### src/hw/rtl/cnep_pkg.sv
// ----------------------------------------------------------------------------
// cnep_pkg
// Types, constants and small lookup functions shared by the cpio newc entry
// parser modules.
// ----------------------------------------------------------------------------
package cnep_pkg;

  // Header layout of a newc entry.
  localparam int unsigned HeaderBytes   = 110;
  localparam int unsigned HeaderPosW    = 7;
  localparam int unsigned MagicLen      = 6;
  localparam int unsigned DigitsPerFld  = 8;
  localparam int unsigned FieldMode     = 1;
  localparam int unsigned FieldFileSize = 6;
  localparam int unsigned FieldNameSize = 11;

  // Four-byte alignment of names and file data.
  localparam int unsigned AlignW        = 2;
  localparam logic [AlignW-1:0] HeaderAlign = AlignW'(HeaderBytes % 4);

  // Name comparison.
  localparam int unsigned MaxNameBytes  = 16;
  localparam int unsigned TrailerLen    = 10;
  localparam int unsigned TargetLenW    = 5;
  localparam int unsigned NameCmpLen    =
      ((MaxNameBytes > TrailerLen) ? MaxNameBytes : TrailerLen) + 1;
  localparam int unsigned NamePosW      = $clog2(NameCmpLen + 1);

  localparam int unsigned SizeW         = 32;
  localparam logic [3:0]  ModeTypeDir   = 4'h4;

  typedef enum logic [2:0] {
    PhHeader  = 3'd0,
    PhName    = 3'd1,
    PhNamePad = 3'd2,
    PhData    = 3'd3,
    PhDataPad = 3'd4,
    PhStop    = 3'd5
  } phase_e;

  typedef enum logic [2:0] {
    ClsHeader  = 3'd0,
    ClsName    = 3'd1,
    ClsNamePad = 3'd2,
    ClsData    = 3'd3,
    ClsDataPad = 3'd4,
    ClsIgnored = 3'd5
  } byte_class_e;

  typedef enum logic [1:0] {
    StParsing  = 2'd0,
    StBadMagic = 2'd1,
    StTrailer  = 2'd2,
    StBadHex   = 2'd3
  } status_e;

  typedef enum logic [1:0] {
    FldMode     = 2'd0,
    FldFileSize = 2'd1,
    FldNameSize = 2'd2
  } hex_field_e;

  typedef enum logic [1:0] {
    CfgTargetLow  = 2'd0,
    CfgTargetHigh = 2'd1,
    CfgTargetLen  = 2'd2
  } cfg_index_e;

  // Decoded view of one header byte.
  typedef struct packed {
    logic       magic_bad;
    logic       hex_field;
    logic       hex_bad;
    logic       first_digit;
    logic       last_digit;
    hex_field_e fld;
    logic [3:0] nibble;
  } hdr_dec_t;

  // Per-byte name comparison outcome.
  typedef struct packed {
    logic target_miss;
    logic trailer_miss;
  } name_cmp_t;

  // One result item.
  typedef struct packed {
    byte_class_e      cls;
    logic [7:0]       data_byte;
    logic             entry_done;
    logic             name_match;
    logic             is_directory;
    logic [SizeW-1:0] file_size;
    logic [SizeW-1:0] name_size;
    status_e          status;
  } parse_res_t;

  function automatic logic [7:0] magic_char(input logic [2:0] idx);
    logic [7:0] c;
    unique case (idx)
      3'd0:    c = 8'h30;
      3'd1:    c = 8'h37;
      3'd2:    c = 8'h30;
      3'd3:    c = 8'h37;
      3'd4:    c = 8'h30;
      3'd5:    c = 8'h31;
      default: c = 8'h00;
    endcase
    return c;
  endfunction

  function automatic logic [7:0] trailer_char(input logic [3:0] idx);
    logic [7:0] c;
    unique case (idx)
      4'd0:    c = 8'h54;
      4'd1:    c = 8'h52;
      4'd2:    c = 8'h41;
      4'd3:    c = 8'h49;
      4'd4:    c = 8'h4C;
      4'd5:    c = 8'h45;
      4'd6:    c = 8'h52;
      4'd7:    c = 8'h21;
      4'd8:    c = 8'h21;
      4'd9:    c = 8'h21;
      default: c = 8'h00;
    endcase
    return c;
  endfunction

  // Returns {invalid, value} for one ASCII hex digit.
  function automatic logic [4:0] hex_value(input logic [7:0] c);
    logic [4:0] v;
    if (c >= 8'h30 && c <= 8'h39) begin
      v = {1'b0, 4'(c - 8'h30)};
    end else if (c >= 8'h41 && c <= 8'h46) begin
      v = {1'b0, 4'(c - 8'h37)};
    end else if (c >= 8'h61 && c <= 8'h66) begin
      v = {1'b0, 4'(c - 8'h57)};
    end else begin
      v = 5'h10;
    end
    return v;
  endfunction

endpackage

### src/hw/rtl/cnep_hdr_dec.sv
// ----------------------------------------------------------------------------
// cnep_hdr_dec
// Classifies one header byte by its position: magic check, and hex digit
// decode for the mode, file size and name size fields.
// ----------------------------------------------------------------------------
module cnep_hdr_dec (
  input  logic [cnep_pkg::HeaderPosW-1:0] pos_i,
  input  logic [7:0]                      byte_i,
  output cnep_pkg::hdr_dec_t              dec_o
);

  logic [cnep_pkg::HeaderPosW-1:0] off;
  logic [cnep_pkg::HeaderPosW-4:0] field;
  logic [2:0]                      digit;
  logic [4:0]                      hv;
  logic                            in_magic;

  assign in_magic = pos_i < cnep_pkg::HeaderPosW'(cnep_pkg::MagicLen);
  assign off      = pos_i - cnep_pkg::HeaderPosW'(cnep_pkg::MagicLen);
  assign field    = off[cnep_pkg::HeaderPosW-1:3];
  assign digit    = off[2:0];
  assign hv       = cnep_pkg::hex_value(byte_i);

  always_comb begin
    dec_o             = '0;
    dec_o.magic_bad   = in_magic && (byte_i != cnep_pkg::magic_char(pos_i[2:0]));
    dec_o.hex_bad     = hv[4];
    dec_o.nibble      = hv[3:0];
    dec_o.first_digit = digit == 3'd0;
    dec_o.last_digit  = digit == 3'(cnep_pkg::DigitsPerFld - 1);
    dec_o.fld         = cnep_pkg::FldMode;
    if (!in_magic) begin
      if (field == (cnep_pkg::HeaderPosW-3)'(cnep_pkg::FieldMode)) begin
        dec_o.hex_field = 1'b1;
        dec_o.fld       = cnep_pkg::FldMode;
      end else if (field == (cnep_pkg::HeaderPosW-3)'(cnep_pkg::FieldFileSize)) begin
        dec_o.hex_field = 1'b1;
        dec_o.fld       = cnep_pkg::FldFileSize;
      end else if (field == (cnep_pkg::HeaderPosW-3)'(cnep_pkg::FieldNameSize)) begin
        dec_o.hex_field = 1'b1;
        dec_o.fld       = cnep_pkg::FldNameSize;
      end
    end
  end

endmodule

### src/hw/rtl/cnep_name_cmp.sv
// ----------------------------------------------------------------------------
// cnep_name_cmp
// Compares one name byte against the configured target name and against
// the trailer name at the given name position.
// ----------------------------------------------------------------------------
module cnep_name_cmp (
  input  logic [cnep_pkg::NamePosW-1:0]   pos_i,
  input  logic [7:0]                      byte_i,
  input  logic [63:0]                     target_low_i,
  input  logic [63:0]                     target_high_i,
  input  logic [cnep_pkg::TargetLenW-1:0] target_len_i,
  output cnep_pkg::name_cmp_t             cmp_o
);

  logic [127:0] target;
  logic [7:0]   target_byte;
  logic [31:0]  pos_w;
  logic [31:0]  len_w;

  assign target      = {target_high_i, target_low_i};
  assign target_byte = target[{pos_i[3:0], 3'b000} +: 8];
  assign pos_w       = 32'(pos_i);
  assign len_w       = 32'(target_len_i);

  always_comb begin
    cmp_o = '0;
    // A target longer than the name buffer can never match.
    if (len_w > cnep_pkg::MaxNameBytes) begin
      cmp_o.target_miss = 1'b1;
    end else if (pos_w < len_w) begin
      cmp_o.target_miss = byte_i != target_byte;
    end else if (pos_w == len_w) begin
      cmp_o.target_miss = byte_i != 8'h00;
    end

    if (pos_w < cnep_pkg::TrailerLen) begin
      cmp_o.trailer_miss = byte_i != cnep_pkg::trailer_char(pos_i[3:0]);
    end else if (pos_w == cnep_pkg::TrailerLen) begin
      cmp_o.trailer_miss = byte_i != 8'h00;
    end
  end

endmodule

### src/hw/rtl/cnep_parser.sv
// ----------------------------------------------------------------------------
// cnep_parser
// Parse state of the archive walk. Each step consumes one byte, updates the
// phase, counters and decoded sizes, and produces the result for that byte.
// ----------------------------------------------------------------------------
module cnep_parser (
  input  logic                            clk_i,
  input  logic                            rst_ni,
  input  logic                            step_i,
  input  logic [7:0]                      byte_i,
  input  logic                            start_i,
  input  logic [63:0]                     target_low_i,
  input  logic [63:0]                     target_high_i,
  input  logic [cnep_pkg::TargetLenW-1:0] target_len_i,
  output cnep_pkg::parse_res_t            res_o
);

  localparam int unsigned SW = cnep_pkg::SizeW;
  localparam int unsigned PW = cnep_pkg::HeaderPosW;
  localparam int unsigned AW = cnep_pkg::AlignW;
  localparam int unsigned NW = cnep_pkg::NamePosW;

  cnep_pkg::phase_e  ph_q, ph_d, c_ph;
  logic [PW-1:0]     pos_q, pos_d, c_pos;
  logic [SW-1:0]     acc_q, acc_d, c_acc;
  logic [SW-1:0]     nsz_q, nsz_d, c_nsz;
  logic [SW-1:0]     fsz_q, fsz_d, c_fsz;
  logic [3:0]        mode_q, mode_d, c_mode;
  logic [SW-1:0]     rem_q, rem_d, c_rem;
  logic [AW-1:0]     align_q, align_d, c_align;
  logic              tgt_q, tgt_d, c_tgt;
  logic              trl_q, trl_d, c_trl;
  cnep_pkg::status_e status_q, status_d, c_status;
  logic [NW-1:0]     npos_q, npos_d, c_npos;

  cnep_pkg::hdr_dec_t  dec;
  cnep_pkg::name_cmp_t cmp;

  logic          digit_ok;
  logic [SW-1:0] acc_new;
  logic [SW-1:0] nsz_new;
  logic [SW-1:0] fsz_new;
  logic [3:0]    mode_new;
  logic          hdr_last;
  logic          empty_name;
  logic [SW-1:0] rem_dec;
  logic          rem_zero;
  logic [AW-1:0] align_inc;
  logic          tgt_new;
  logic          trl_new;
  logic          name_last;
  logic          trailer_hit;
  logic          entry_match;

  // A start marker returns every state element to its reset value before
  // the byte is parsed.
  always_comb begin
    if (start_i) begin
      c_ph     = cnep_pkg::PhHeader;
      c_pos    = '0;
      c_acc    = '0;
      c_nsz    = '0;
      c_fsz    = '0;
      c_mode   = '0;
      c_rem    = '0;
      c_align  = '0;
      c_tgt    = 1'b1;
      c_trl    = 1'b1;
      c_status = cnep_pkg::StParsing;
      c_npos   = '0;
    end else begin
      c_ph     = ph_q;
      c_pos    = pos_q;
      c_acc    = acc_q;
      c_nsz    = nsz_q;
      c_fsz    = fsz_q;
      c_mode   = mode_q;
      c_rem    = rem_q;
      c_align  = align_q;
      c_tgt    = tgt_q;
      c_trl    = trl_q;
      c_status = status_q;
      c_npos   = npos_q;
    end
  end

  cnep_hdr_dec u_hdr_dec (
    .pos_i  (c_pos),
    .byte_i (byte_i),
    .dec_o  (dec)
  );

  cnep_name_cmp u_name_cmp (
    .pos_i         (c_npos),
    .byte_i        (byte_i),
    .target_low_i  (target_low_i),
    .target_high_i (target_high_i),
    .target_len_i  (target_len_i),
    .cmp_o         (cmp)
  );

  assign digit_ok = (c_ph == cnep_pkg::PhHeader) && !dec.magic_bad &&
                    dec.hex_field && !dec.hex_bad;
  assign acc_new  = dec.first_digit ? SW'(dec.nibble) : {c_acc[SW-5:0], dec.nibble};

  assign mode_new = (digit_ok && dec.last_digit && dec.fld == cnep_pkg::FldMode) ?
                    acc_new[15:12] : c_mode;
  assign fsz_new  = (digit_ok && dec.last_digit && dec.fld == cnep_pkg::FldFileSize) ?
                    acc_new : c_fsz;
  assign nsz_new  = (digit_ok && dec.last_digit && dec.fld == cnep_pkg::FldNameSize) ?
                    acc_new : c_nsz;

  assign hdr_last   = (c_ph == cnep_pkg::PhHeader) && !dec.magic_bad &&
                      !(dec.hex_field && dec.hex_bad) &&
                      (c_pos == PW'(cnep_pkg::HeaderBytes - 1));
  assign empty_name = nsz_new == '0;

  assign rem_dec   = c_rem - 1'b1;
  assign rem_zero  = rem_dec == '0;
  assign align_inc = c_align + 1'b1;

  assign tgt_new     = c_tgt && !cmp.target_miss;
  assign trl_new     = c_trl && !cmp.trailer_miss;
  assign name_last   = (c_ph == cnep_pkg::PhName) && rem_zero;
  assign trailer_hit = name_last && trl_new && (c_nsz > SW'(cnep_pkg::TrailerLen));
  assign entry_match = tgt_new && (c_nsz > SW'(target_len_i));

  // Next state.
  always_comb begin
    ph_d     = c_ph;
    pos_d    = c_pos;
    acc_d    = c_acc;
    nsz_d    = nsz_new;
    fsz_d    = fsz_new;
    mode_d   = mode_new;
    rem_d    = c_rem;
    align_d  = c_align;
    tgt_d    = c_tgt;
    trl_d    = c_trl;
    status_d = c_status;
    npos_d   = c_npos;
    unique case (c_ph)
      cnep_pkg::PhHeader: begin
        if (dec.magic_bad) begin
          ph_d     = cnep_pkg::PhStop;
          status_d = cnep_pkg::StBadMagic;
        end else if (dec.hex_field && dec.hex_bad) begin
          ph_d     = cnep_pkg::PhStop;
          status_d = cnep_pkg::StBadHex;
        end else begin
          if (dec.hex_field) begin
            acc_d = acc_new;
          end
          if (hdr_last) begin
            pos_d   = '0;
            align_d = cnep_pkg::HeaderAlign;
            tgt_d   = 1'b1;
            trl_d   = 1'b1;
            npos_d  = '0;
            if (!empty_name) begin
              ph_d  = cnep_pkg::PhName;
              rem_d = nsz_new;
            end else if (cnep_pkg::HeaderAlign != '0) begin
              ph_d = cnep_pkg::PhNamePad;
            end else if (fsz_new == '0) begin
              ph_d    = cnep_pkg::PhHeader;
              align_d = '0;
            end else begin
              ph_d  = cnep_pkg::PhData;
              rem_d = fsz_new;
            end
          end else begin
            pos_d = c_pos + 1'b1;
          end
        end
      end
      cnep_pkg::PhName: begin
        tgt_d   = tgt_new;
        trl_d   = trl_new;
        rem_d   = rem_dec;
        align_d = align_inc;
        if (c_npos != NW'(cnep_pkg::NameCmpLen)) begin
          npos_d = c_npos + 1'b1;
        end
        if (rem_zero) begin
          if (trailer_hit) begin
            ph_d     = cnep_pkg::PhStop;
            status_d = cnep_pkg::StTrailer;
          end else if (align_inc != '0) begin
            ph_d = cnep_pkg::PhNamePad;
          end else if (c_fsz == '0) begin
            ph_d    = cnep_pkg::PhHeader;
            pos_d   = '0;
            align_d = '0;
          end else begin
            ph_d  = cnep_pkg::PhData;
            rem_d = c_fsz;
          end
        end
      end
      cnep_pkg::PhNamePad: begin
        align_d = align_inc;
        if (align_inc == '0) begin
          if (c_fsz == '0) begin
            ph_d  = cnep_pkg::PhHeader;
            pos_d = '0;
          end else begin
            ph_d  = cnep_pkg::PhData;
            rem_d = c_fsz;
          end
        end
      end
      cnep_pkg::PhData: begin
        rem_d   = rem_dec;
        align_d = align_inc;
        if (rem_zero) begin
          if (align_inc == '0) begin
            ph_d  = cnep_pkg::PhHeader;
            pos_d = '0;
          end else begin
            ph_d = cnep_pkg::PhDataPad;
          end
        end
      end
      cnep_pkg::PhDataPad: begin
        align_d = align_inc;
        if (align_inc == '0) begin
          ph_d  = cnep_pkg::PhHeader;
          pos_d = '0;
        end
      end
      cnep_pkg::PhStop: begin
        ph_d = cnep_pkg::PhStop;
      end
      default: begin
        ph_d = c_ph;
      end
    endcase
  end

  // Result for the byte.
  always_comb begin
    res_o              = '0;
    res_o.data_byte    = byte_i;
    res_o.file_size    = fsz_new;
    res_o.name_size    = nsz_new;
    res_o.status       = status_d;
    res_o.entry_done   = (hdr_last && empty_name) || name_last;
    res_o.name_match   = name_last && !trailer_hit && entry_match;
    res_o.is_directory = ((hdr_last && empty_name) || (name_last && !trailer_hit)) &&
                         (mode_new == cnep_pkg::ModeTypeDir);
    unique case (c_ph)
      cnep_pkg::PhHeader:  res_o.cls = cnep_pkg::ClsHeader;
      cnep_pkg::PhName:    res_o.cls = cnep_pkg::ClsName;
      cnep_pkg::PhNamePad: res_o.cls = cnep_pkg::ClsNamePad;
      cnep_pkg::PhData:    res_o.cls = cnep_pkg::ClsData;
      cnep_pkg::PhDataPad: res_o.cls = cnep_pkg::ClsDataPad;
      default:             res_o.cls = cnep_pkg::ClsIgnored;
    endcase
  end

  always_ff @(posedge clk_i or negedge rst_ni) begin
    if (!rst_ni) begin
      ph_q     <= cnep_pkg::PhHeader;
      pos_q    <= '0;
      acc_q    <= '0;
      nsz_q    <= '0;
      fsz_q    <= '0;
      mode_q   <= '0;
      rem_q    <= '0;
      align_q  <= '0;
      tgt_q    <= 1'b1;
      trl_q    <= 1'b1;
      status_q <= cnep_pkg::StParsing;
      npos_q   <= '0;
    end else if (step_i) begin
      ph_q     <= ph_d;
      pos_q    <= pos_d;
      acc_q    <= acc_d;
      nsz_q    <= nsz_d;
      fsz_q    <= fsz_d;
      mode_q   <= mode_d;
      rem_q    <= rem_d;
      align_q  <= align_d;
      tgt_q    <= tgt_d;
      trl_q    <= trl_d;
      status_q <= status_d;
      npos_q   <= npos_d;
    end
  end

endmodule

### src/hw/rtl/cpio_newc_entry_parser.sv
// ----------------------------------------------------------------------------
// cpio_newc_entry_parser
// Walks a cpio newc archive one byte per transaction, classifies each byte,
// decodes entry sizes and reports target name matches.
// ----------------------------------------------------------------------------
//
// Channel   Direction  tdata                          tuser
// s_axis    in         archive_byte                   archive_start
// m_axis    out        data_byte, flags, sizes, st.   byte_class
// cfg       in         target name words and length   -
//
// Each byte passes an input register and a result register; one byte per
// cycle is sustained while the result is taken. The parse state is updated in the
// cycle in which a byte moves from the input register to the result
// register. When the result is not taken, the input register still accepts
// one more byte. Reset clears the parse state and target registers.
module cpio_newc_entry_parser (
  input  logic        clk_i,
  input  logic        rst_ni,
  // archive_byte [7:0]
  input  logic [7:0]  s_axis_tdata_i,
  // archive_start [0]
  input  logic [0:0]  s_axis_tuser_i,
  input  logic        s_axis_tvalid_i,
  output logic        s_axis_tready_o,
  // data_byte [7:0], entry_done [8], name_match [9], is_directory [10],
  // file_size [42:11], name_size [74:43], status [76:75], zero fill [79:77]
  output logic [79:0] m_axis_tdata_o,
  // byte_class [2:0]
  output logic [2:0]  m_axis_tuser_o,
  output logic        m_axis_tvalid_o,
  input  logic        m_axis_tready_i,
  input  logic        cfg_we_i,
  input  logic [1:0]  cfg_idx_i,
  input  logic [63:0] cfg_data_i
);

  logic                            in_valid_q;
  logic [7:0]                      in_byte_q;
  logic                            in_start_q;
  logic                            out_valid_q;
  cnep_pkg::parse_res_t            out_q;
  cnep_pkg::parse_res_t            res;
  logic                            advance;
  logic [63:0]                     tgt_low_q;
  logic [63:0]                     tgt_high_q;
  logic [cnep_pkg::TargetLenW-1:0] tgt_len_q;

  assign advance         = in_valid_q && (!out_valid_q || m_axis_tready_i);
  assign s_axis_tready_o = !in_valid_q || advance;

  always_ff @(posedge clk_i or negedge rst_ni) begin
    if (!rst_ni) begin
      tgt_low_q  <= '0;
      tgt_high_q <= '0;
      tgt_len_q  <= '0;
    end else if (cfg_we_i) begin
      unique case (cfg_idx_i)
        cnep_pkg::CfgTargetLow:  tgt_low_q  <= cfg_data_i;
        cnep_pkg::CfgTargetHigh: tgt_high_q <= cfg_data_i;
        cnep_pkg::CfgTargetLen:  tgt_len_q  <= cfg_data_i[cnep_pkg::TargetLenW-1:0];
        default: begin
          tgt_len_q <= tgt_len_q;
        end
      endcase
    end
  end

  always_ff @(posedge clk_i or negedge rst_ni) begin
    if (!rst_ni) begin
      in_valid_q <= 1'b0;
    end else if (s_axis_tready_o) begin
      in_valid_q <= s_axis_tvalid_i;
    end
  end

  always_ff @(posedge clk_i) begin
    if (s_axis_tready_o && s_axis_tvalid_i) begin
      in_byte_q  <= s_axis_tdata_i;
      in_start_q <= s_axis_tuser_i[0];
    end
  end

  cnep_parser u_parser (
    .clk_i         (clk_i),
    .rst_ni        (rst_ni),
    .step_i        (advance),
    .byte_i        (in_byte_q),
    .start_i       (in_start_q),
    .target_low_i  (tgt_low_q),
    .target_high_i (tgt_high_q),
    .target_len_i  (tgt_len_q),
    .res_o         (res)
  );

  always_ff @(posedge clk_i or negedge rst_ni) begin
    if (!rst_ni) begin
      out_valid_q <= 1'b0;
    end else if (!out_valid_q || m_axis_tready_i) begin
      out_valid_q <= in_valid_q;
    end
  end

  always_ff @(posedge clk_i) begin
    if (advance) begin
      out_q <= res;
    end
  end

  assign m_axis_tvalid_o = out_valid_q;
  assign m_axis_tuser_o  = out_q.cls;
  assign m_axis_tdata_o  = {3'b000, out_q.status, out_q.name_size, out_q.file_size,
                            out_q.is_directory, out_q.name_match, out_q.entry_done,
                            out_q.data_byte};

  // Match and directory flags only accompany a finished entry.
  a_flags_need_done: assert property (@(posedge clk_i) disable iff (!rst_ni)
    (out_valid_q && !out_q.entry_done) |-> (!out_q.name_match && !out_q.is_directory))
    else $error("match or directory flag without entry_done");

  // Ignored bytes only appear after parsing has stopped.
  a_ignored_stopped: assert property (@(posedge clk_i) disable iff (!rst_ni)
    (out_valid_q && out_q.cls == cnep_pkg::ClsIgnored) |-> (out_q.status != cnep_pkg::StParsing))
    else $error("ignored byte while status is parsing");

  // The trailer stop is reported on the last name byte.
  a_trailer_on_done: assert property (@(posedge clk_i) disable iff (!rst_ni)
    (out_valid_q && out_q.cls == cnep_pkg::ClsName && out_q.status == cnep_pkg::StTrailer)
      |-> (out_q.entry_done && !out_q.name_match))
    else $error("trailer status on a name byte that does not end the entry");

  // Both stages full and the result stalled: no new byte may enter.
  a_full_backpressure: assert property (@(posedge clk_i) disable iff (!rst_ni)
    (in_valid_q && out_valid_q && !m_axis_tready_i) |-> !s_axis_tready_o)
    else $error("input accepted while the pipeline is full and stalled");

endmodule

### config.mk
export PLATFORM = sky130hd
export DESIGN_NAME = cpio_newc_entry_parser
export DESIGN_NICKNAME = d
export VERILOG_FILES = /design/src/hw/rtl/cnep_pkg.sv /design/src/hw/rtl/cnep_hdr_dec.sv /design/src/hw/rtl/cnep_name_cmp.sv /design/src/hw/rtl/cnep_parser.sv /design/src/hw/rtl/cpio_newc_entry_parser.sv
export SDC_FILE = /design/constraint.sdc
export NUM_CORES = 1
export LEC_CHECK = 0
export BUFFER_PORTS_ARGS = -buffer_cell sky130_fd_sc_hd__buf_2
export CAP_MARGIN = 20
export CORE_ASPECT_RATIO = 0.9
export CORE_MARGIN = 5
export CORE_UTILIZATION = 30
export CTS_BUF_LIST = sky130_fd_sc_hd__clkbuf_8
export DETAILED_ROUTE_END_ITERATION = 12
export GPL_TIMING_DRIVEN = 1
export HOLD_SLACK_MARGIN = 0.03
export PLACE_DENSITY = 0.49
export SYNTH_ARGS = -nofsm -noshare
export SYNTH_HDL_FRONTEND = slang
export SYNTH_SLANG_ARGS = --single-unit
### constraint.sdc
create_clock -name clk_i -period 9.5 [get_ports clk_i]
set_input_delay 1.9 -clock clk_i [delete_from_list [all_inputs] [get_ports clk_i]]
set_output_delay 1.9 -clock clk_i [all_outputs]
set_load 0.01 [all_outputs]
==> run_results.csv, run 1 <==
group,metric,value,unit
worst_setup_path,crit_family,"simple AND/OR/NAND/NOR gates",
yosys,ys_warn_count,0,
worst_setup_path,startpoint_type,"flop",
power,power.density,192,nW/um2
yosys,synthFlopType,"dfrtp_1",
power,internal-power,3.01,mW
worst_setup_path,required,10020,ps
route,wirelength,69.7,mm
route,wl_met1,33.3,mm
grt,grt_max_degree,106,
clock_tree,cts_made_buffers,69,
place,place_ws,4720,ps
yosys,ys_seq_area_frac,0.489,
timing,worst_pin_slew,1050,ps
clock_tree,hold_buffers,0,
power,p_leak,9.60,nW
floorplanning,core_area,65800,um2
clock_tree,clkSlewWorstSetupHoldPaths,60,ps
worst_setup_path,path_buf_inv,3,
yosys,ys_types,86,
yosys,ys_async_sr_fraction,0.761,
worst_setup_path,cp_slowest_cell,"ha_1",
route,viasPerCell,5.52,
floorplanning,num_rows,89,
min_path,min-delay-start,"u_parser.mode_q[2]",
route,drtPass1Iterations,5,
power,switchingPower,1.41,mW
yosys,synth_area_per_cell,9.89,um2
worst_setup_path,r2r_end,"u_parser.rem_q[28]",
grt,track_usage,0.190,
floorplanning,die_area,72000,um2
clock_tree,clk-insertion-delay-late,650,ps
clock_tree,cts_setup_buffers,0,
power,p_seq_frac,0.457,
grt,first_global_vias,16500,
clock_tree,cts_root_buffer,"clkbuf_8",
power,combPwrFrac,0.187,
worst_setup_path,rr_startpoint,"in_start_q",
floorplanning,io_pins,165,
timing,hold_viol,0,
worst_setup_path,arrival,5440,ps
grt,antenna_found_initial,2,
clock_tree,clockBufferDepth,3,
worst_setup_path,cp_slowest_stage_delay,700,ps
worst_setup_path,ff2ff_path_depth,13,
finish,area_growth,15.2,%
route,vias,16900,
yosys,synth_top_family_by_area,"simple AND/OR/NAND/NOR gates",
floorplanning,die_y,255,um
timing,setup_violations,0,
route,wl_met3,5.19,mm
timing,period_share,0.518,
worst_setup_path,crit_chain,"buf_4, inv_2, nand2_1, ha_1, o211ai_1, or4_1, a21oi_1, nand4b_1, nand4b_1, nor4_4, buf_4, a21oi_1, o22ai_1",
timing,finalSetupTns,0,ps
yosys,synthesis.area,20000,um2
grt,grt-ovfl-total,0,
route,ant_nets,0,
min_path,worstHoldEndpoint,"u_parser.mode_q[2]",
timing,fin_crit,4920,ps
place,post-dp-hpwl,49.4,mm
power,vdd_drop_max,0.000117,V
min_path,hold_path_class,"reg2reg",
worst_setup_path,end_kind,"flop",
timing,skew,44.0,ps
timing,slew_headroom,0.294,
power,clkPwrFrac,0.356,
min_path,hold_depth,1,
floorplanning,start_util,0.304,
clock_tree,cts.sinks,373,
floorplanning,die_w,282,um
power,switching_share,0.319,
timing,setup_slack,4580,ps
yosys,synthAdderAreaFrac,0.0150,
route,drc_errors,0,
yosys,syn_inst,2024,
status,status,"completed",
worst_setup_path,path_max_fanout,31,
route,wire_per_inst,22.7,um
clock_tree,cts_tree,"built",
timing,timing.fmax,0.203,GHz
yosys,synth_edf_count,89,
clock_tree,cts_resized,0,
place,gp_congestion,0.871,
run,cap_violations,0,
yosys,synthXorXnorAreaFrac,0.0109,
yosys,ys_seq_elements,373,
yosys,synth-compound-area-share,0.162,
worst_setup_path,ff2ff_setup_slack,4580,ps
grt,grt_pass1_wl,106,mm
place,port_buffers,161,
worst_setup_path,path_class,"reg2reg",
finish,nets,2252,
yosys,synth-simple-area-share,0.171,
route,met2WireLength,29.7,mm
timing,slew_violations,0,
clock_tree,h-tree-depth,3,
timing,rsz0062_at_grt,"false",
route,top_layer,"met5",
finish,layout-drive-gt1-share,0.217,
route,drt-initial-drc-count,1774,
yosys,synth.area.mux_share,0.115,
## routing by layer
layer	up-vias	track usage
li1	7728	-
met4	2	0.0483
met2	671	0.274
met3	90	0.0400
met1	8446	0.289
met5	-	0
## Yosys cell counts (9+ instances only)
library cell | n | area, um2
nand3_1 | 66 | 330
o22ai_1 | 10 | 62.6
nor3_1 | 38 | 190
a21o_1 | 11 | 82.6
ha_1 | 24 | 300
edfxtp_1 | 89 | 2670
nor2b_1 | 28 | 175
xor2_1 | 10 | 87.6
o21a_1 | 9 | 67.6
buf_1 | 15 | 56.3
o21ai_0 | 184 | 921
mux2_2 | 148 | 1670
and3_1 | 15 | 93.8
or3_1 | 9 | 56.3
o31ai_1 | 14 | 105
o211ai_1 | 13 | 97.6
dfrtp_1 | 282 | 7060
o221ai_1 | 16 | 140
nor3b_1 | 9 | 67.6
nand4_1 | 18 | 113
a221oi_1 | 17 | 149
nand2_1 | 290 | 1090
inv_1 | 33 | 124
a31oi_1 | 23 | 144
a2111oi_0 | 9 | 78.8
nor2_1 | 103 | 387
mux2i_1 | 63 | 631
nor4_1 | 39 | 244
clkbuf_1 | 121 | 454
a21oi_1 | 91 | 455
a211oi_1 | 22 | 165
xnor2_1 | 15 | 131
nand3b_1 | 9 | 67.6
nand2b_1 | 16 | 100
## cell usage in the layout, fill, tap and decap left out, drive strengths merged, types with 24 or more instances in the layout
cell type	count
o21ai	188
nor4	42
inv	65
nor2	103
mux2i	63
nor3	38
dfrtp	282
clkbuf	83
edfxtp	89
a21oi	91
nor2b	28
nand3	66
mux2	148
buf	195
ha	24
nand2	290
## worst reg2reg max path, delay by kind of cell, from the launching register on
family / cells / cell delay, ps
and+or+nand+nor: 5 / 1830
buffers and inverters: 3 / 1030
AOI/OAI and AO/OA: 4 / 940
adders and majority gates: 1 / 700
DFF: 1 / 320
## through the flow
| stage | instances | hold WS, ps | instance area (um2) | power (mW) | util |
|---|---|---|---|---|---|
| 2_1_floorplan | 2026 | 424 | 20000 | 2.55 | - |
| 3_3_place_gp | 2935 | 469 | 21600 | 2.85 | 0.328 |
| 3_5_place_dp | 2938 | 478 | 21600 | 2.87 | 0.329 |
| 4_1_cts | 3065 | 491 | 23000 | 4.46 | 0.350 |
| 5_1_grt | 3068 | 503 | 23100 | 4.65 | 0.350 |
| 6_report | 3069 | 492 | 23100 | 4.42 | 0.350 |
## flip-flops by register name, summed over array words and instances (netlist names), 7 cells and up
register / flops
u_parser.acc_q: 28
u_parser.nsz_q: 32
tgt_low_q: 64
u_parser.fsz_q: 32
m_axis_tdata_o: 77
in_byte_q: 8
u_parser.pos_q: 7
u_parser.rem_q: 32
tgt_high_q: 64
## cell families (layout without fill, tap and decap cells)
group	count (synthesis)	count (layout)
AND/OR/NAND/NOR	700	700
AO/OA/AOI/OAI	507	507
flip-flops	373	373
multiplexers	211	211
buffers and inverters	183	361
XOR/XNOR	25	25
adder cells (fa/ha/maj)	24	24
other	1	4
## worst max-delay path by stage
stage / startpoint / endpoint / depth (start not counted)
after floorplan: m_axis_tready_i / m_axis_tdata_o[0] / 5
after global placement: in_start_q / u_parser.rem_q[28] / 13
after detailed placement: in_start_q / u_parser.rem_q[18] / 13
after CTS: in_start_q / u_parser.rem_q[28] / 13
after global routing: in_start_q / u_parser.rem_q[28] / 13
final: in_start_q / u_parser.rem_q[28] / 13
## layout make-up
type	instances	area, um2
clock buffer	81	1110
tap	864	1080
fill	6636	42700
inverter	36	138
sequential	373	9780
timing repair buffer	198	1100
multi-input combinational	1470	9540
antenna	1	2.50
clock inverter	46	298
## power groups by stage
stage / combinational [mW] / sequential, mW / clock (mW)
2_1_floorplan: 0.586 / 1.96 / 0
3_3_place_gp: 0.813 / 2.04 / 0
3_5_place_dp: 0.823 / 2.04 / 0
4_1_cts: 0.827 / 2.02 / 1.62
5_1_grt: 0.911 / 2.04 / 1.70
6_report: 0.827 / 2.02 / 1.57
Note: power is estimated with default switching activity, not from simulation.
==> inputs of run 2 (changes only) <==
--- a/config.mk
+++ b/config.mk
@@ -14,7 +14,7 @@
 export DETAILED_ROUTE_END_ITERATION = 12
 export GPL_TIMING_DRIVEN = 1
 export HOLD_SLACK_MARGIN = 0.03
-export PLACE_DENSITY = 0.49
+export PLACE_DENSITY = 0.5
 export SYNTH_ARGS = -nofsm -noshare
 export SYNTH_HDL_FRONTEND = slang
 export SYNTH_SLANG_ARGS = --single-unit
==> constraint.sdc (replaced) <==
create_clock -name clk_i -period 4 [get_ports clk_i]
set_input_delay 0.8 -clock clk_i [delete_from_list [all_inputs] [get_ports clk_i]]
set_output_delay 0.8 -clock clk_i [all_outputs]
set_load 0.01 [all_outputs]
==> run_results.csv, run 2 (synthesis results as in run 1) <==
group,metric,value,unit
place,gp_congestion,0.892,
worst_setup_path,path_max_fanout,59,
timing,timing.fmax,0.261,GHz
finish,final_cell_mix,"nand2_1 (288), dfrtp_1 (281), o21ai_0 (184), buf_2 (160), mux2_2 (148)",
finish,finish.utilization,0.364,
power,combPwrFrac,0.210,
clock_tree,cts_tree,"built",
floorplanning,io_pins,165,
floorplanning,die_y,255,um
clock_tree,clockBufferDepth,3,
route,viasPerCell,5.49,
place,port_buffers,161,
worst_setup_path,startpoint_type,"flop",
worst_setup_path,path_class,"reg2reg",
finish,nets,2354,
timing,slew_headroom,0.320,
route,wirelength,70.9,mm
power,switchingPower,3.48,mW
floorplanning,start_util,0.304,
clock_tree,cts_made_buffers,70,
finish,largest_reg_flops,77,
clock_tree,h-tree-depth,3,
grt,antenna_found_initial,5,
grt,grt-ovfl-total,0,
worst_setup_path,end_kind,"flop",
timing,period_share,0.959,
grt,track_usage,0.192,
timing,hold_viol,0,
finish,layout_commonest_cell,"nand2_1",
timing,finalSetupTns,0,ps
power,vdd_drop_max,0.000292,V
floorplanning,num_rows,89,
power,clkPwrFrac,0.353,
power,finalPower,10.8,mW
floorplanning,die_area,72000,um2
power,internal-power,7.28,mW
power,switching_share,0.323,
power,power.density,449,nW/um2
route,ant_nets,0,
clock_tree,cts.sinks,373,
clock_tree,clk-insertion-delay-late,670,ps
floorplanning,die_w,282,um
finish,layout-drive-gt1-share,0.257,
power,p_leak,10.1,nW
timing,setup_violations,0,
timing,slew_violations,0,
grt,first_global_vias,16900,
floorplanning,core_area,65800,um2
route,drt-initial-drc-count,1656,
clock_tree,cts_root_buffer,"clkbuf_8",
run,cap_violations,0,
status,status,"completed",
power,p_seq_frac,0.437,
grt,grt_max_degree,87,
route,vias,17400,
timing,worst_pin_slew,1020,ps
place,post-dp-hpwl,51.7,mm
route,wire_per_inst,22.3,um
timing,fin_crit,3830,ps
route,drc_errors,0,
finish,area_growth,19.7,%
worst_setup_path,required,4480,ps
grt,grt_pass1_wl,107,mm
worst_setup_path,arrival,4320,ps
min_path,hold_path_class,"in2async",
timing,skew,43.0,ps
route,drtPass1Iterations,5,
clock_tree,clkSlewWorstSetupHoldPaths,60,ps
[run 2: cell count changes in the layout (fill, tap and decap cells not counted), moves of 4 or more]
cell,before,now
a2111oi_0,9,5
buf_4,31,131
clkinv_2,9,13
buf_12,0,7
inv_1,59,48
clkinv_1,2,12
[run 2: worst paths after layout]
kind	from	end	slack (ps)	depth (start not counted)
setup / recovery	in_byte_q[3]	u_parser.rem_q[28]	170	11
hold / removal	rst_ni	tgt_low_q[29]	90	1
setup reg to reg	in_byte_q[3]	u_parser.rem_q[28]	170	11
hold reg to reg	u_parser.mode_q[2]	u_parser.mode_q[2]	480	1
max in group asynchronous	rst_ni	u_parser.acc_q[0]	2800	2
min in group clk_i	s_axis_tdata_i[2]	in_byte_q[2]	320	1
[run 2: stage by stage]
step           cells  setup slack [ps]  area [um2]  hold WS (ps)
2_1_floorplan   2026              25.3       20100           424
3_3_place_gp    3040               139       22500           472
3_5_place_dp    3041               128       22500           473
4_1_cts         3170               118       23900           106
5_1_grt         3174             -1.67       24000           133
6_report        3175               166       24000          93.0
[run 2: layer usage]
| layer | track usage | share of wire | wire, um |
|---|---|---|---|
| met1 | 0.283 | 0.46 | 32900 |
| met2 | 0.277 | 0.42 | 30000 |
| met3 | 0.0506 | 0.084 | 5940 |
| met4 | 0.0603 | 0.029 | 2050 |
| met5 | 0 | 0 | 0 |
[run 2: critical path: stages (launching register included)]
cell	delay [ps]
edfxtp_1	390
or4b_2	720
a311oi_1	340
nor2_2	170
or4b_2	720
buf_12	230
a21oi_2	190
buf_12	220
nor3_1	120
buf_4	190
a211oi_1	230
o22ai_1	120
[run 2: area by class of cell]
class,instances,area [um2]
inverters,36,138
clock inverters,50,334
fillers,6642,41800
multi-input cells,1470,9600
repair buffers,299,1940
clock buffers,79,1090
well taps,864,1080
diodes,4,10.0
flip-flops and latches,373,9780
[run 2: repair_timing]
item | 4_1_cts | 5_1_grt
endpoints found under the setup margin | 0 | 28
gates resized for setup | 0 | 12
hold buffers | 0 | 0
hold endpoints to repair | 0 | 0
buffers inserted | 0 | 1
[run 2: power by group through the flow]
stage          logic (mW)  clock network, mW  registers [mW]
2_1_floorplan        1.39                  0            4.66
6_report             2.26               3.80            4.70
3_5_place_dp         2.22                  0            4.76
5_1_grt              2.47               4.08            4.75
4_1_cts              2.23               3.90            4.69
3_3_place_gp         2.19                  0            4.74
==> inputs of run 3 (changes only) <==
--- a/config.mk
+++ b/config.mk
@@ -14,7 +14,7 @@
 export DETAILED_ROUTE_END_ITERATION = 12
 export GPL_TIMING_DRIVEN = 1
 export HOLD_SLACK_MARGIN = 0.03
-export PLACE_DENSITY = 0.5
+export PLACE_DENSITY = 0.49
 export SYNTH_ARGS = -nofsm -noshare
 export SYNTH_HDL_FRONTEND = slang
 export SYNTH_SLANG_ARGS = --single-unit
==> constraint.sdc (replaced) <==
create_clock -name clk_i -period 4.9 [get_ports clk_i]
set_input_delay 0.98 -clock clk_i [delete_from_list [all_inputs] [get_ports clk_i]]
set_output_delay 0.98 -clock clk_i [all_outputs]
set_load 0.01 [all_outputs]
==> run_results.csv, run 3 (synthesis results as in run 1) <==
group,metric,value,unit
power,p_seq_frac,0.449,
finish,final_cell_mix,"nand2_1 (288), dfrtp_1 (281), o21ai_0 (184), buf_2 (161), mux2_2 (148)",
timing,slew_headroom,0.228,
power,switchingPower,2.75,mW
clock_tree,cts_tree,"built",
finish,nFillCells,6663,
grt,antenna_found_initial,2,
clock_tree,clkSlewWorstSetupHoldPaths,60,ps
clock_tree,h-tree-depth,3,
grt,grt_pass1_wl,107,mm
floorplanning,die_y,255,um
timing,skew,51.9,ps
worst_setup_path,cp_slowest_stage_delay,590,ps
clock_tree,clk-insertion-delay-late,670,ps
timing,hold_ws,360,ps
place,post-dp-hpwl,51.1,mm
route,wirelength,71.0,mm
grt,first_global_vias,16600,
power,vdd_drop_max,0.000185,V
finish,largest_reg_flops,77,
timing,setup_violations,0,
clock_tree,cts.sinks,373,
route,ant_nets,0,
timing,slew_violations,0,
worst_setup_path,r2r_end,"m_axis_tdata_o[9]",
route,viasPerCell,5.56,
clock_tree,hold_buffers,0,
power,p_leak,9.74,nW
floorplanning,start_util,0.304,
worst_setup_path,path_class,"reg2reg",
route,wire_per_inst,22.9,um
place,place_ws,743,ps
worst_setup_path,required,5330,ps
place,gp_congestion,0.914,
worst_setup_path,crit_chain,"nand2b_1, buf_4, inv_2, buf_4, mux2i_1, a221oi_1, o32ai_1, a2111oi_0, o221ai_1, a2111oi_0, a21oi_1, a2111oi_0",
power,finalPower,8.64,mW
finish,nets,2285,
floorplanning,die_area,72000,um2
worst_setup_path,startpoint_type,"flop",
clock_tree,cts_root_buffer,"clkbuf_8",
timing,period_share,0.888,
power,power.density,371,nW/um2
worst_setup_path,ff2ff_path_depth,12,
clock_tree,cts_resized,0,
floorplanning,core_area,65800,um2
timing,setup_slack,549,ps
route,drt-initial-drc-count,1766,
run,cap_violations,0,
clock_tree,cts_setup_buffers,0,
place,dpl_cell_area,21900,um2
min_path,hold_path_class,"in2async",
timing,worst_pin_slew,1150,ps
grt,grt_max_degree,104,
clock_tree,clockBufferDepth,3,
power,switching_share,0.318,
finish,area_growth,16.3,%
floorplanning,num_rows,89,
worst_setup_path,cp_slowest_cell,"a221oi_1",
finish,layout-drive-gt1-share,0.226,
route,drtPass1Iterations,6,
place,port_buffers,161,
timing,finalSetupTns,0,ps
grt,grt-ovfl-total,0,
power,internal-power,5.89,mW
power,clkPwrFrac,0.356,
finish,layout_commonest_cell,"nand2_1",
finish,final_cell_area,23300,um2
floorplanning,io_pins,165,
route,vias,17200,
worst_setup_path,path_max_fanout,14,
timing,fin_crit,4350,ps
worst_setup_path,arrival,4780,ps
worst_setup_path,ff2ff_setup_slack,550,ps
timing,timing.fmax,0.230,GHz
floorplanning,die_w,282,um
timing,rsz0062_at_grt,"false",
status,status,"completed",
worst_setup_path,startpoint,"in_start_q",
worst_setup_path,cpMostUsedCell,"a2111oi_0",
worst_setup_path,rr_startpoint,"in_start_q",
power,combPwrFrac,0.195,
worst_setup_path,end_kind,"flop",
timing,hold_viol,0,
route,drc_errors,0,
grt,track_usage,0.193,
clock_tree,cts_made_buffers,70,
## run 3: changes by cell type in the layout (fill, tap and decap cells not counted), moves of 4 or more
| cell | change |
|---|---|
| buf_12 | -6 |
| inv_1 | +8 |
| buf_4 | -64 |
| clkinv_2 | -6 |
| a2111oi_0 | +4 |
| clkinv_1 | -4 |
## run 3: how the worst max path moves through the flow
stage                               to  slack, ps  cells after the start
CTS                 u_parser.rem_q[18]        730                     10
global placement    u_parser.rem_q[22]        800                      8
detailed placement  u_parser.rem_q[18]        740                     10
floorplan           u_parser.rem_q[11]        120                     16
finish               m_axis_tdata_o[9]        550                     12
global route        u_parser.rem_q[28]        390                     13
## run 3: through the flow
step,cells,util
finish,3099,0.354
global route,3098,0.354
CTS,3097,0.354
detailed placement,2973,0.332
global placement,2972,0.332
floorplan,2026,-
## run 3: final cells by class
type / count / area (um2) / area share
clock inverters: 48 / 350 / 0.0150
well taps: 864 / 1080 / 0.0464
flip-flops and latches: 373 / 9780 / 0.420
multi-input cells: 1470 / 9540 / 0.410
inverters: 36 / 138 / 0.00591
diodes: 2 / 5.00 / 0.000215
repair buffers: 230 / 1340 / 0.0577
clock buffers: 76 / 1050 / 0.0449
## run 3: critical path, delay by kind of cell (launching register included)
kind                   cells  cell delay [ps]
and+or+nand+nor            1              200
buffers and inverters      3              670
DFF                        1              530
muxes                      1              110
AOI/OAI and AO/OA          7             2610
## run 3: power groups by stage
stage / logic (mW) / clock network (mW) / registers [mW]
floorplan: 1.14 / 0 / 3.81
global placement: 1.65 / 0 / 3.91
detailed placement: 1.67 / 0 / 3.92
CTS: 1.68 / 3.19 / 3.87
global route: 1.84 / 3.32 / 3.93
finish: 1.68 / 3.08 / 3.88
## run 3: metal layers
layer  share of wire  GRT usage  vias to the layer above  routed length [um]
li1                -          -                     7780                   -
met1            0.46      0.289                     8643               33000
met2            0.43      0.280                      703               30400
met3           0.086     0.0467                      102                6080
met4           0.022     0.0508                        0                1550
met5               0          0                        -                   0
